--- src/hdl/tkds_pkg.sv ---
package tkds_pkg;

   localparam int KEEP_MAX        = 8;
   localparam int TILE_INDEX_BITS = 16;

   localparam int COLOUR_W  = 8;
   localparam int DIFF_W    = COLOUR_W + 1;
   localparam int LUMA_W    = 25;
   localparam int MAG_W     = LUMA_W - 1;
   localparam int PROD_W    = 2 * MAG_W;
   localparam int ROUND_SH  = 26;
   localparam int CHAN_W    = 18;
   localparam int FRAC_W    = 8;
   localparam int TERM_W    = 27;
   localparam int SCORE_W   = 36;
   localparam int TILE_W    = TILE_INDEX_BITS;
   localparam int NUMBER_W  = 16;
   localparam int PLACE_W   = 3;
   localparam int CFG_W     = 4;
   localparam int CNT_W     = $clog2(KEEP_MAX + 1);

   localparam logic signed [LUMA_W-1:0] LUMA_WR = 25'sd13933;
   localparam logic signed [LUMA_W-1:0] LUMA_WG = 25'sd46871;
   localparam logic signed [LUMA_W-1:0] LUMA_WB = 25'sd4732;

   localparam logic [SCORE_W-1:0] SCORE_MAX     = {SCORE_W{1'b1}};
   localparam logic [CFG_W-1:0]   BEST_COUNT_RST = 4'd8;

   typedef struct packed {
      logic [COLOUR_W-1:0] query_red;
      logic [COLOUR_W-1:0] query_green;
      logic [COLOUR_W-1:0] query_blue;
      logic [COLOUR_W-1:0] cand_red;
      logic [COLOUR_W-1:0] cand_green;
      logic [COLOUR_W-1:0] cand_blue;
      logic [NUMBER_W-1:0] cand_number;
      logic                last_pixel;
      logic                last_tile;
   } req_type;

   typedef struct packed {
      logic [SCORE_W-1:0]  rank_score;
      logic [NUMBER_W-1:0] rank_tile;
      logic [PLACE_W-1:0]  rank_place;
      logic                last_result;
   } rsp_type;

   typedef struct packed {
      logic [TILE_W-1:0] tile;
      logic              last_pixel;
      logic              last_tile;
   } tile_ctrl_type;

   typedef struct packed {
      logic [SCORE_W-1:0] score;
      logic [TILE_W-1:0]  tile;
   } entry_type;

   typedef enum logic [1:0] {
      CELL_HOLD,
      CELL_INSERT,
      CELL_SHIFT_OUT
   } cell_op_type;

   typedef struct packed {
      cell_op_type op;
      entry_type   entry;
   } cell_cmd_type;

endpackage

--- src/hdl/tkds_pixel_term.sv ---
module tkds_pixel_term (
   input  logic                   clock,
   input  logic                   reset,
   input  logic                   in_valid,
   input  tkds_pkg::req_type      in_data,
   output logic                   term_valid,
   output logic [tkds_pkg::TERM_W-1:0] term,
   output tkds_pkg::tile_ctrl_type term_ctrl,
   output logic                   end_pending
);
   import tkds_pkg::*;

   logic [3:0] valid_ff, valid_in;
   tile_ctrl_type ctrl_ff [4];
   tile_ctrl_type ctrl_in;

   logic signed [DIFF_W-1:0] dr_ff, dg_ff, db_ff;
   logic signed [DIFF_W-1:0] dr_in, dg_in, db_in;

   logic signed [LUMA_W-1:0] dr_x, dg_x, db_x, luma;
   logic signed [CHAN_W-1:0] rs_x, gs_x, bs_x;
   logic [MAG_W-1:0]  mag_ff, mag_in;
   logic [CHAN_W-1:0] chan2_ff, chan2_in;

   logic [PROD_W-1:0] prod_ff, prod_in;
   logic [CHAN_W-1:0] chan3_ff;

   logic [PROD_W-1:0] rounded;
   logic [TERM_W-1:0] term_ff, term_in;

   always_comb begin
      valid_in = {valid_ff[2:0], in_valid};
      ctrl_in.tile       = TILE_W'(in_data.cand_number);
      ctrl_in.last_pixel = in_data.last_pixel;
      ctrl_in.last_tile  = in_data.last_tile;
      dr_in = $signed({1'b0, in_data.query_red})   - $signed({1'b0, in_data.cand_red});
      dg_in = $signed({1'b0, in_data.query_green}) - $signed({1'b0, in_data.cand_green});
      db_in = $signed({1'b0, in_data.query_blue})  - $signed({1'b0, in_data.cand_blue});

      dr_x = LUMA_W'(dr_ff);
      dg_x = LUMA_W'(dg_ff);
      db_x = LUMA_W'(db_ff);
      luma = LUMA_WR * dr_x + LUMA_WG * dg_x + LUMA_WB * db_x;
      mag_in = luma[LUMA_W-1] ? MAG_W'(-luma) : MAG_W'(luma);
      rs_x = CHAN_W'(dr_ff);
      gs_x = CHAN_W'(dg_ff);
      bs_x = CHAN_W'(db_ff);
      chan2_in = CHAN_W'(rs_x * rs_x) + CHAN_W'(gs_x * gs_x) + CHAN_W'(bs_x * bs_x);

      prod_in = PROD_W'(mag_ff) * PROD_W'(mag_ff);

      rounded = prod_ff + (PROD_W'(1) << (ROUND_SH - 1));
      term_in = TERM_W'(rounded >> ROUND_SH) + (TERM_W'(chan3_ff) << FRAC_W);
   end

   always_ff @(posedge clock) begin
      if (reset) begin
         valid_ff <= '0;
      end else begin
         valid_ff <= valid_in;
      end
   end

   always_ff @(posedge clock) begin
      ctrl_ff[0] <= ctrl_in;
      ctrl_ff[1] <= ctrl_ff[0];
      ctrl_ff[2] <= ctrl_ff[1];
      ctrl_ff[3] <= ctrl_ff[2];
      dr_ff      <= dr_in;
      dg_ff      <= dg_in;
      db_ff      <= db_in;
      mag_ff     <= mag_in;
      chan2_ff   <= chan2_in;
      prod_ff    <= prod_in;
      chan3_ff   <= chan2_ff;
      term_ff    <= term_in;
   end

   always_comb begin
      end_pending = 1'b0;
      for (int s = 0; s < 4; s++) begin
         if (valid_ff[s] && ctrl_ff[s].last_pixel && ctrl_ff[s].last_tile) begin
            end_pending = 1'b1;
         end
      end
   end

   assign term_valid = valid_ff[3];
   assign term       = term_ff;
   assign term_ctrl  = ctrl_ff[3];

endmodule

--- src/hdl/tkds_rank_cell.sv ---
module tkds_rank_cell (
   input  logic                    clock,
   input  tkds_pkg::cell_cmd_type  cmd,
   input  logic                    occupied,
   input  logic                    prev_ins,
   input  tkds_pkg::entry_type     prev_entry,
   input  tkds_pkg::entry_type     next_entry,
   output tkds_pkg::entry_type     entry,
   output logic                    ins
);
   import tkds_pkg::*;

   entry_type entry_ff, entry_in;

   // new score goes ahead of this entry only when strictly better
   assign ins = !occupied || (entry_ff.score > cmd.entry.score);

   always_comb begin
      entry_in = entry_ff;
      unique case (cmd.op)
         CELL_INSERT: begin
            if (ins && prev_ins) begin
               entry_in = prev_entry;
            end else if (ins) begin
               entry_in = cmd.entry;
            end
         end
         CELL_SHIFT_OUT: begin
            entry_in = next_entry;
         end
         default: begin
            entry_in = entry_ff;
         end
      endcase
   end

   always_ff @(posedge clock) begin
      entry_ff <= entry_in;
   end

   assign entry = entry_ff;

endmodule

--- src/hdl/top_k_tile_distance_search_top.sv ---
// channel   ports                      transaction
// --------  -------------------------  ----------------------------------------
// request   start, busy, req_data      pixel pair, taken when start && !busy
// response  rsp_strobe, rsp_data       ranked tile, one cycle per strobe
// config    csr_we, csr_wdata          best_count, written when csr_we is high
//
// One pixel pair per cycle while busy is low; each goes through a four-stage
// distance pipeline (differences, luma and channel sum, squaring multiplier,
// rounding), then is accumulated and, on the last pixel, inserted into the rank
// chain. The last pixel of the last tile holds busy while it is in the pipeline
// and while the chain shifts results out best first, one per kept tile.
// Reset is synchronous; the receiver cannot stall the responses.
module top_k_tile_distance_search_top (
   input  logic                           clock,
   input  logic                           reset,
   input  logic                           start,
   output logic                           busy,
   input  tkds_pkg::req_type              req_data,
   output logic                           rsp_strobe,
   output tkds_pkg::rsp_type              rsp_data,
   input  logic                           csr_we,
   input  logic [tkds_pkg::CFG_W-1:0]     csr_wdata
);
   import tkds_pkg::*;

   logic                 term_valid;
   logic [TERM_W-1:0]    term;
   tile_ctrl_type        term_ctrl;
   logic                 end_pending;

   logic [CFG_W-1:0]     best_count_ff, best_count_in;
   logic [SCORE_W-1:0]   tile_sum_ff, tile_sum_in;
   logic [CNT_W-1:0]     filled_ff, filled_in;
   logic                 emit_active_ff, emit_active_in;
   logic [CNT_W-1:0]     emit_left_ff, emit_left_in;
   logic [CNT_W-1:0]     place_ff, place_in;

   logic [CNT_W-1:0]     limit, kept, kept_after;
   logic [SCORE_W:0]     sum_wide;
   logic [SCORE_W-1:0]   sum_sat;
   logic                 insert;
   cell_cmd_type         cmd;

   entry_type            entries [KEEP_MAX];
   logic [KEEP_MAX-1:0]  ins;
   logic [KEEP_MAX-1:0]  occupied;

   tkds_pixel_term u_pixel_term (
      .clock       (clock),
      .reset       (reset),
      .in_valid    (start && !busy),
      .in_data     (req_data),
      .term_valid  (term_valid),
      .term        (term),
      .term_ctrl   (term_ctrl),
      .end_pending (end_pending)
   );

   always_comb begin
      if (best_count_ff == '0) begin
         limit = CNT_W'(1);
      end else if (int'(best_count_ff) > KEEP_MAX) begin
         limit = CNT_W'(KEEP_MAX);
      end else begin
         limit = CNT_W'(best_count_ff);
      end
      kept       = (filled_ff < limit) ? filled_ff : limit;
      kept_after = (kept < limit) ? kept + CNT_W'(1) : limit;

      sum_wide = {1'b0, tile_sum_ff} + (SCORE_W + 1)'(term);
      sum_sat  = sum_wide[SCORE_W] ? SCORE_MAX : sum_wide[SCORE_W-1:0];
      insert   = term_valid && term_ctrl.last_pixel;

      cmd.entry.score = sum_sat;
      cmd.entry.tile  = term_ctrl.tile;
      priority if (emit_active_ff) begin
         cmd.op = CELL_SHIFT_OUT;
      end else if (insert) begin
         cmd.op = CELL_INSERT;
      end else begin
         cmd.op = CELL_HOLD;
      end

      best_count_in  = csr_we ? csr_wdata : best_count_ff;
      tile_sum_in    = tile_sum_ff;
      filled_in      = filled_ff;
      emit_active_in = emit_active_ff;
      emit_left_in   = emit_left_ff;
      place_in       = place_ff;

      if (term_valid) begin
         tile_sum_in = term_ctrl.last_pixel ? '0 : sum_sat;
      end
      if (emit_active_ff) begin
         emit_left_in = emit_left_ff - CNT_W'(1);
         place_in     = place_ff + CNT_W'(1);
         if (emit_left_ff == CNT_W'(1)) begin
            emit_active_in = 1'b0;
         end
      end else if (insert) begin
         if (term_ctrl.last_tile) begin
            filled_in      = '0;
            emit_active_in = 1'b1;
            emit_left_in   = kept_after;
            place_in       = '0;
         end else begin
            filled_in = kept_after;
         end
      end
   end

   always_ff @(posedge clock) begin
      if (reset) begin
         best_count_ff  <= BEST_COUNT_RST;
         tile_sum_ff    <= '0;
         filled_ff      <= '0;
         emit_active_ff <= 1'b0;
         emit_left_ff   <= '0;
         place_ff       <= '0;
      end else begin
         best_count_ff  <= best_count_in;
         tile_sum_ff    <= tile_sum_in;
         filled_ff      <= filled_in;
         emit_active_ff <= emit_active_in;
         emit_left_ff   <= emit_left_in;
         place_ff       <= place_in;
      end
   end

   for (genvar i = 0; i < KEEP_MAX; i++) begin : g_cell
      assign occupied[i] = CNT_W'(i) < kept;
      if (i == 0) begin : g_head
         tkds_rank_cell u_cell (
            .clock      (clock),
            .cmd        (cmd),
            .occupied   (occupied[i]),
            .prev_ins   (1'b0),
            .prev_entry ('0),
            .next_entry ((KEEP_MAX > 1) ? entries[(KEEP_MAX > 1) ? 1 : 0] : entries[0]),
            .entry      (entries[i]),
            .ins        (ins[i])
         );
      end else if (i == KEEP_MAX - 1) begin : g_tail
         tkds_rank_cell u_cell (
            .clock      (clock),
            .cmd        (cmd),
            .occupied   (occupied[i]),
            .prev_ins   (ins[i-1]),
            .prev_entry (entries[i-1]),
            .next_entry (entries[i]),
            .entry      (entries[i]),
            .ins        (ins[i])
         );
      end else begin : g_mid
         tkds_rank_cell u_cell (
            .clock      (clock),
            .cmd        (cmd),
            .occupied   (occupied[i]),
            .prev_ins   (ins[i-1]),
            .prev_entry (entries[i-1]),
            .next_entry (entries[i+1]),
            .entry      (entries[i]),
            .ins        (ins[i])
         );
      end
   end

   assign busy       = emit_active_ff || end_pending;
   assign rsp_strobe = emit_active_ff;

   always_comb begin
      rsp_data.rank_score  = entries[0].score;
      rsp_data.rank_tile   = NUMBER_W'(entries[0].tile);
      rsp_data.rank_place  = PLACE_W'(place_ff);
      rsp_data.last_result = (emit_left_ff == CNT_W'(1));
   end

endmodule

--- config.mk ---
export PLATFORM = sky130hd
export DESIGN_NAME = top_k_tile_distance_search_top
export DESIGN_NICKNAME = d
export VERILOG_FILES = /design/src/hdl/tkds_pkg.sv /design/src/hdl/tkds_pixel_term.sv /design/src/hdl/tkds_rank_cell.sv /design/src/hdl/top_k_tile_distance_search_top.sv
export SDC_FILE = /design/constraint.sdc
export NUM_CORES = 2
export LEC_CHECK = 0
export ABC_AREA = 1
export BUFFER_PORTS_ARGS = -buffer_cell sky130_fd_sc_hd__buf_4
export CORE_MARGIN = 2
export CORE_UTILIZATION = 50
export DETAILED_ROUTE_END_ITERATION = 6
export PLACE_DENSITY = 0.68
export RECOVER_POWER = 25
export SYNTH_ARGS = -nofsm -noshare
export SYNTH_HDL_FRONTEND = slang
export SYNTH_SLANG_ARGS = --single-unit
--- constraint.sdc ---
create_clock -name clock -period 7.4 [get_ports clock]
set_input_delay 1.85 -clock clock [delete_from_list [all_inputs] [get_ports clock]]
set_output_delay 1.85 -clock clock [all_outputs]
set_load 0.1 [all_outputs]
==> run metrics <==
final worst slack -0.214 ns; CP required 7.96 ns; post-route minimum period 7.61 ns; Total GRT Usage 25.8%; CTS H-tree lvls 3; Routed WL 193000 um; sequential fraction of the synthesis area 24.1%; Synth async-reset ratio 0%; layout cell share with drive strength beyond 1 9.12%; Register Area 17800 sq um; Critical Path Start u_pixel_term.dr_ff[4]$_DFF_P_; WHS Endpoint u_pixel_term.chan3_ff[15]$_DFF_P_; number of global-route vias before repair 59400; full die area 151000 sq um; Syn Std Cell Area 73900 sq um; Root Buffer Master clkbuf_16; die extent in x 388 um; Yosys warnings 0; Reg-to-Reg End u_pixel_term.mag_ff[19]$_DFF_P_; Chip Height 388 um; count of final setup violators 23; design area 81800 sq um; core area 147000 sq um; max-slew violations 330; worst hold path depth 0; CP max stage cell fa_1; status complete, but fails checks; most frequent CP cell fa_1; Clock Pin Slew Worst Setup and Hold Paths 0.05 ns; dpl hpwl 156000 um; ant diodes 0; post-synthesis cell count 8804; slowest stage delay, CP 0.54 ns; initial core utilization 50.2%; ys flop type edfxtp_1; Setup TNS -3.77 ns; CP Launch Type flop; reg2reg path depth 36; Fin. Hold Viols 0; initial antenna violation count 0; area of the multi-input gates 49000 sq um; Slew HR -103%; Via Count 57600; commonest cells after routing, fill and taps aside nand2_1, inv_1, ha_1, fa_1, nand3_1; kind of critical path reg2reg; Filler cells 13600; CTS Buf Count 81; number of synthesized flops with an enable pin 416; worst min-delay path class reg2reg; Layout Utilization 55.6%; port bufs 131; syn_nets 10500; reg-to-reg critical path startpoint u_pixel_term.dr_ff[4]$_DFF_P_; Initial DRC Count 3606; CTS tree built; gr ovfl total 0; Max Cap Violations 5; RSZ-0062 raised after global routing yes; worst slew pin tran 3.05 ns; register-to-register path setup slack -0.21 ns; P&R area growth vs syn 10.7%; FP Rows 141; CP max FO 4; Top-Level Pins 132; Fmax 131 MHz; drt first pass iters 5; post-route ant nets 0; largest net degree at the start of global routing 121; Avg Synthesized Cell Area 8.39 sq um; synthesized flop and latch total 681; routed wire length per instance 17.5 um; commonest non-fill, non-tap cell in the layout nand2_1; first-pass GRT wire length 314000 um; vias per cell 5.24; worst skew pair latency 0.69 ns; Hold Buf Count CTS 0; Layout Nets 10700; CTS max path bufs 3; final period utilization 103%; GPL Wtd Cong 0.969; violated checks capacitance limit, slew limit, setup timing; clock sink count 681; worst hold start u_pixel_term.chan2_ff[15]$_DFF_P_; crit-path leading delay family adder cells; residual DRC count 0; Synth cell types 58; WP buf/inv 9; pre-CTS setup slack -0.543 ns; worst clock skew 0.0473 ns; Worst Setup End Kind flop; cell area after placement 78100 sq um; CP arrival 8.17 ns
==> stage by stage <==
stage | hold slack (ns) | cells
after global placement | 0.312 | 10800
after global routing | 0.329 | 11000
after detailed placement | 0.312 | 10800
final | 0.324 | 11000
after floorplan | 0.310 | 8804
after CTS | 0.325 | 11000
==> cell usage after synthesis, drive strengths merged, types with 17 or more instances <==
library cell	instances	share of area, %
nor2	273	1.5
nor4	17	0.14
nand3b	313	3.2
buf	179	1.6
nor3	33	0.24
o21a	22	0.22
clkbuf	151	0.77
a31oi	21	0.18
fa	790	21
nand2	2240	11
edfxtp	416	17
nand4	80	0.68
o21ai	206	1.4
nand3	533	3.7
ha	860	15
xnor2	67	0.79
dfxtp	265	7.2
a21o	21	0.21
inv	1697	8.6
xor2	141	1.7
a21oi	395	2.7
==> state kept, by name (all words and copies together) (netlist names), 18 cells and up <==
name                        cells
g_cell.g_head.u_cell.entry     52
g_cell.g_mid.u_cell.entry     312
g_cell.g_tail.u_cell.entry     52
tile_sum_ff                    36
u_pixel_term.chan2_ff          18
u_pixel_term.chan3_ff          18
u_pixel_term.ctrl_ff           72
u_pixel_term.mag_ff            24
u_pixel_term.prod_ff           23
u_pixel_term.term              27
==> metal layers <==
| layer | wire [um] | track usage [%] | part of all wire (%) | vias up |
|---|---|---|---|---|
| li1 | - | - | - | 28200 |
| met1 | 84500 | 34.2 | 44 | 27700 |
| met2 | 93400 | 44.5 | 48 | 1472 |
| met3 | 8940 | 2.69 | 4.6 | 271 |
| met4 | 5790 | 7.58 | 3.0 | 0 |
| met5 | 0 | 0 | 0 | - |
==> worst register-to-register path: cells and delay by family, from the launching register on <==
family	cells	cell delay, ns
adder cells (fa/ha/maj)	11	4.66
AND/OR/NAND/NOR	11	1.06
buffers and inverters	9	0.64
AO/OA/AOI/OAI	3	0.49
flip-flops	1	0.36
XOR/XNOR	2	0.29
==> how the worst max path moves through the flow <==
stage / to / slack, ns / depth (start not counted)
floorplan: u_pixel_term.mag_ff[6]$_DFF_P_ / 0.003 / 38
global placement: u_pixel_term.mag_ff[23]$_DFF_P_ / -0.47 / 34
detailed placement: u_pixel_term.mag_ff[6]$_DFF_P_ / -0.54 / 38
CTS: u_pixel_term.mag_ff[6]$_DFF_P_ / -0.14 / 37
global route: u_pixel_term.mag_ff[23]$_DFF_P_ / -0.58 / 36
finish: u_pixel_term.mag_ff[19]$_DFF_P_ / -0.21 / 36
==> logic make-up (layout without fill, tap and decap cells) <==
family	count (synthesis)	in the layout	synth area share, %
fa+ha+maj	1650	1650	36.0
xor+xnor	208	208	2.48
compound gates	725	725	5.33
mux	1	1	0.0152
buf+inv	2029	2297	11.0
simple gates	3510	3510	21.1
flops	681	681	24.1
==> cell type report <==
type,count,share of cell area [%]
inverter,1699,7.84
sequential,681,21.8
clock inverter,41,0.536
clock buffer,105,2.71
tap,1930,2.95
timing repair buffer,452,4.21
multi-input combinational,6094,60.0
==> timing repair <==
item                                    in CTS  in global routing
endpoints found under the setup margin      23                 24
resized for setup                          135                102
pin swaps                                  109                 59
buffers inserted                            30                  6
gates cloned                                 1                  2
Power is left out: the tool's default activity adds up to more than one toggle a clock period on the data nets, which glitch-free logic cannot reach.
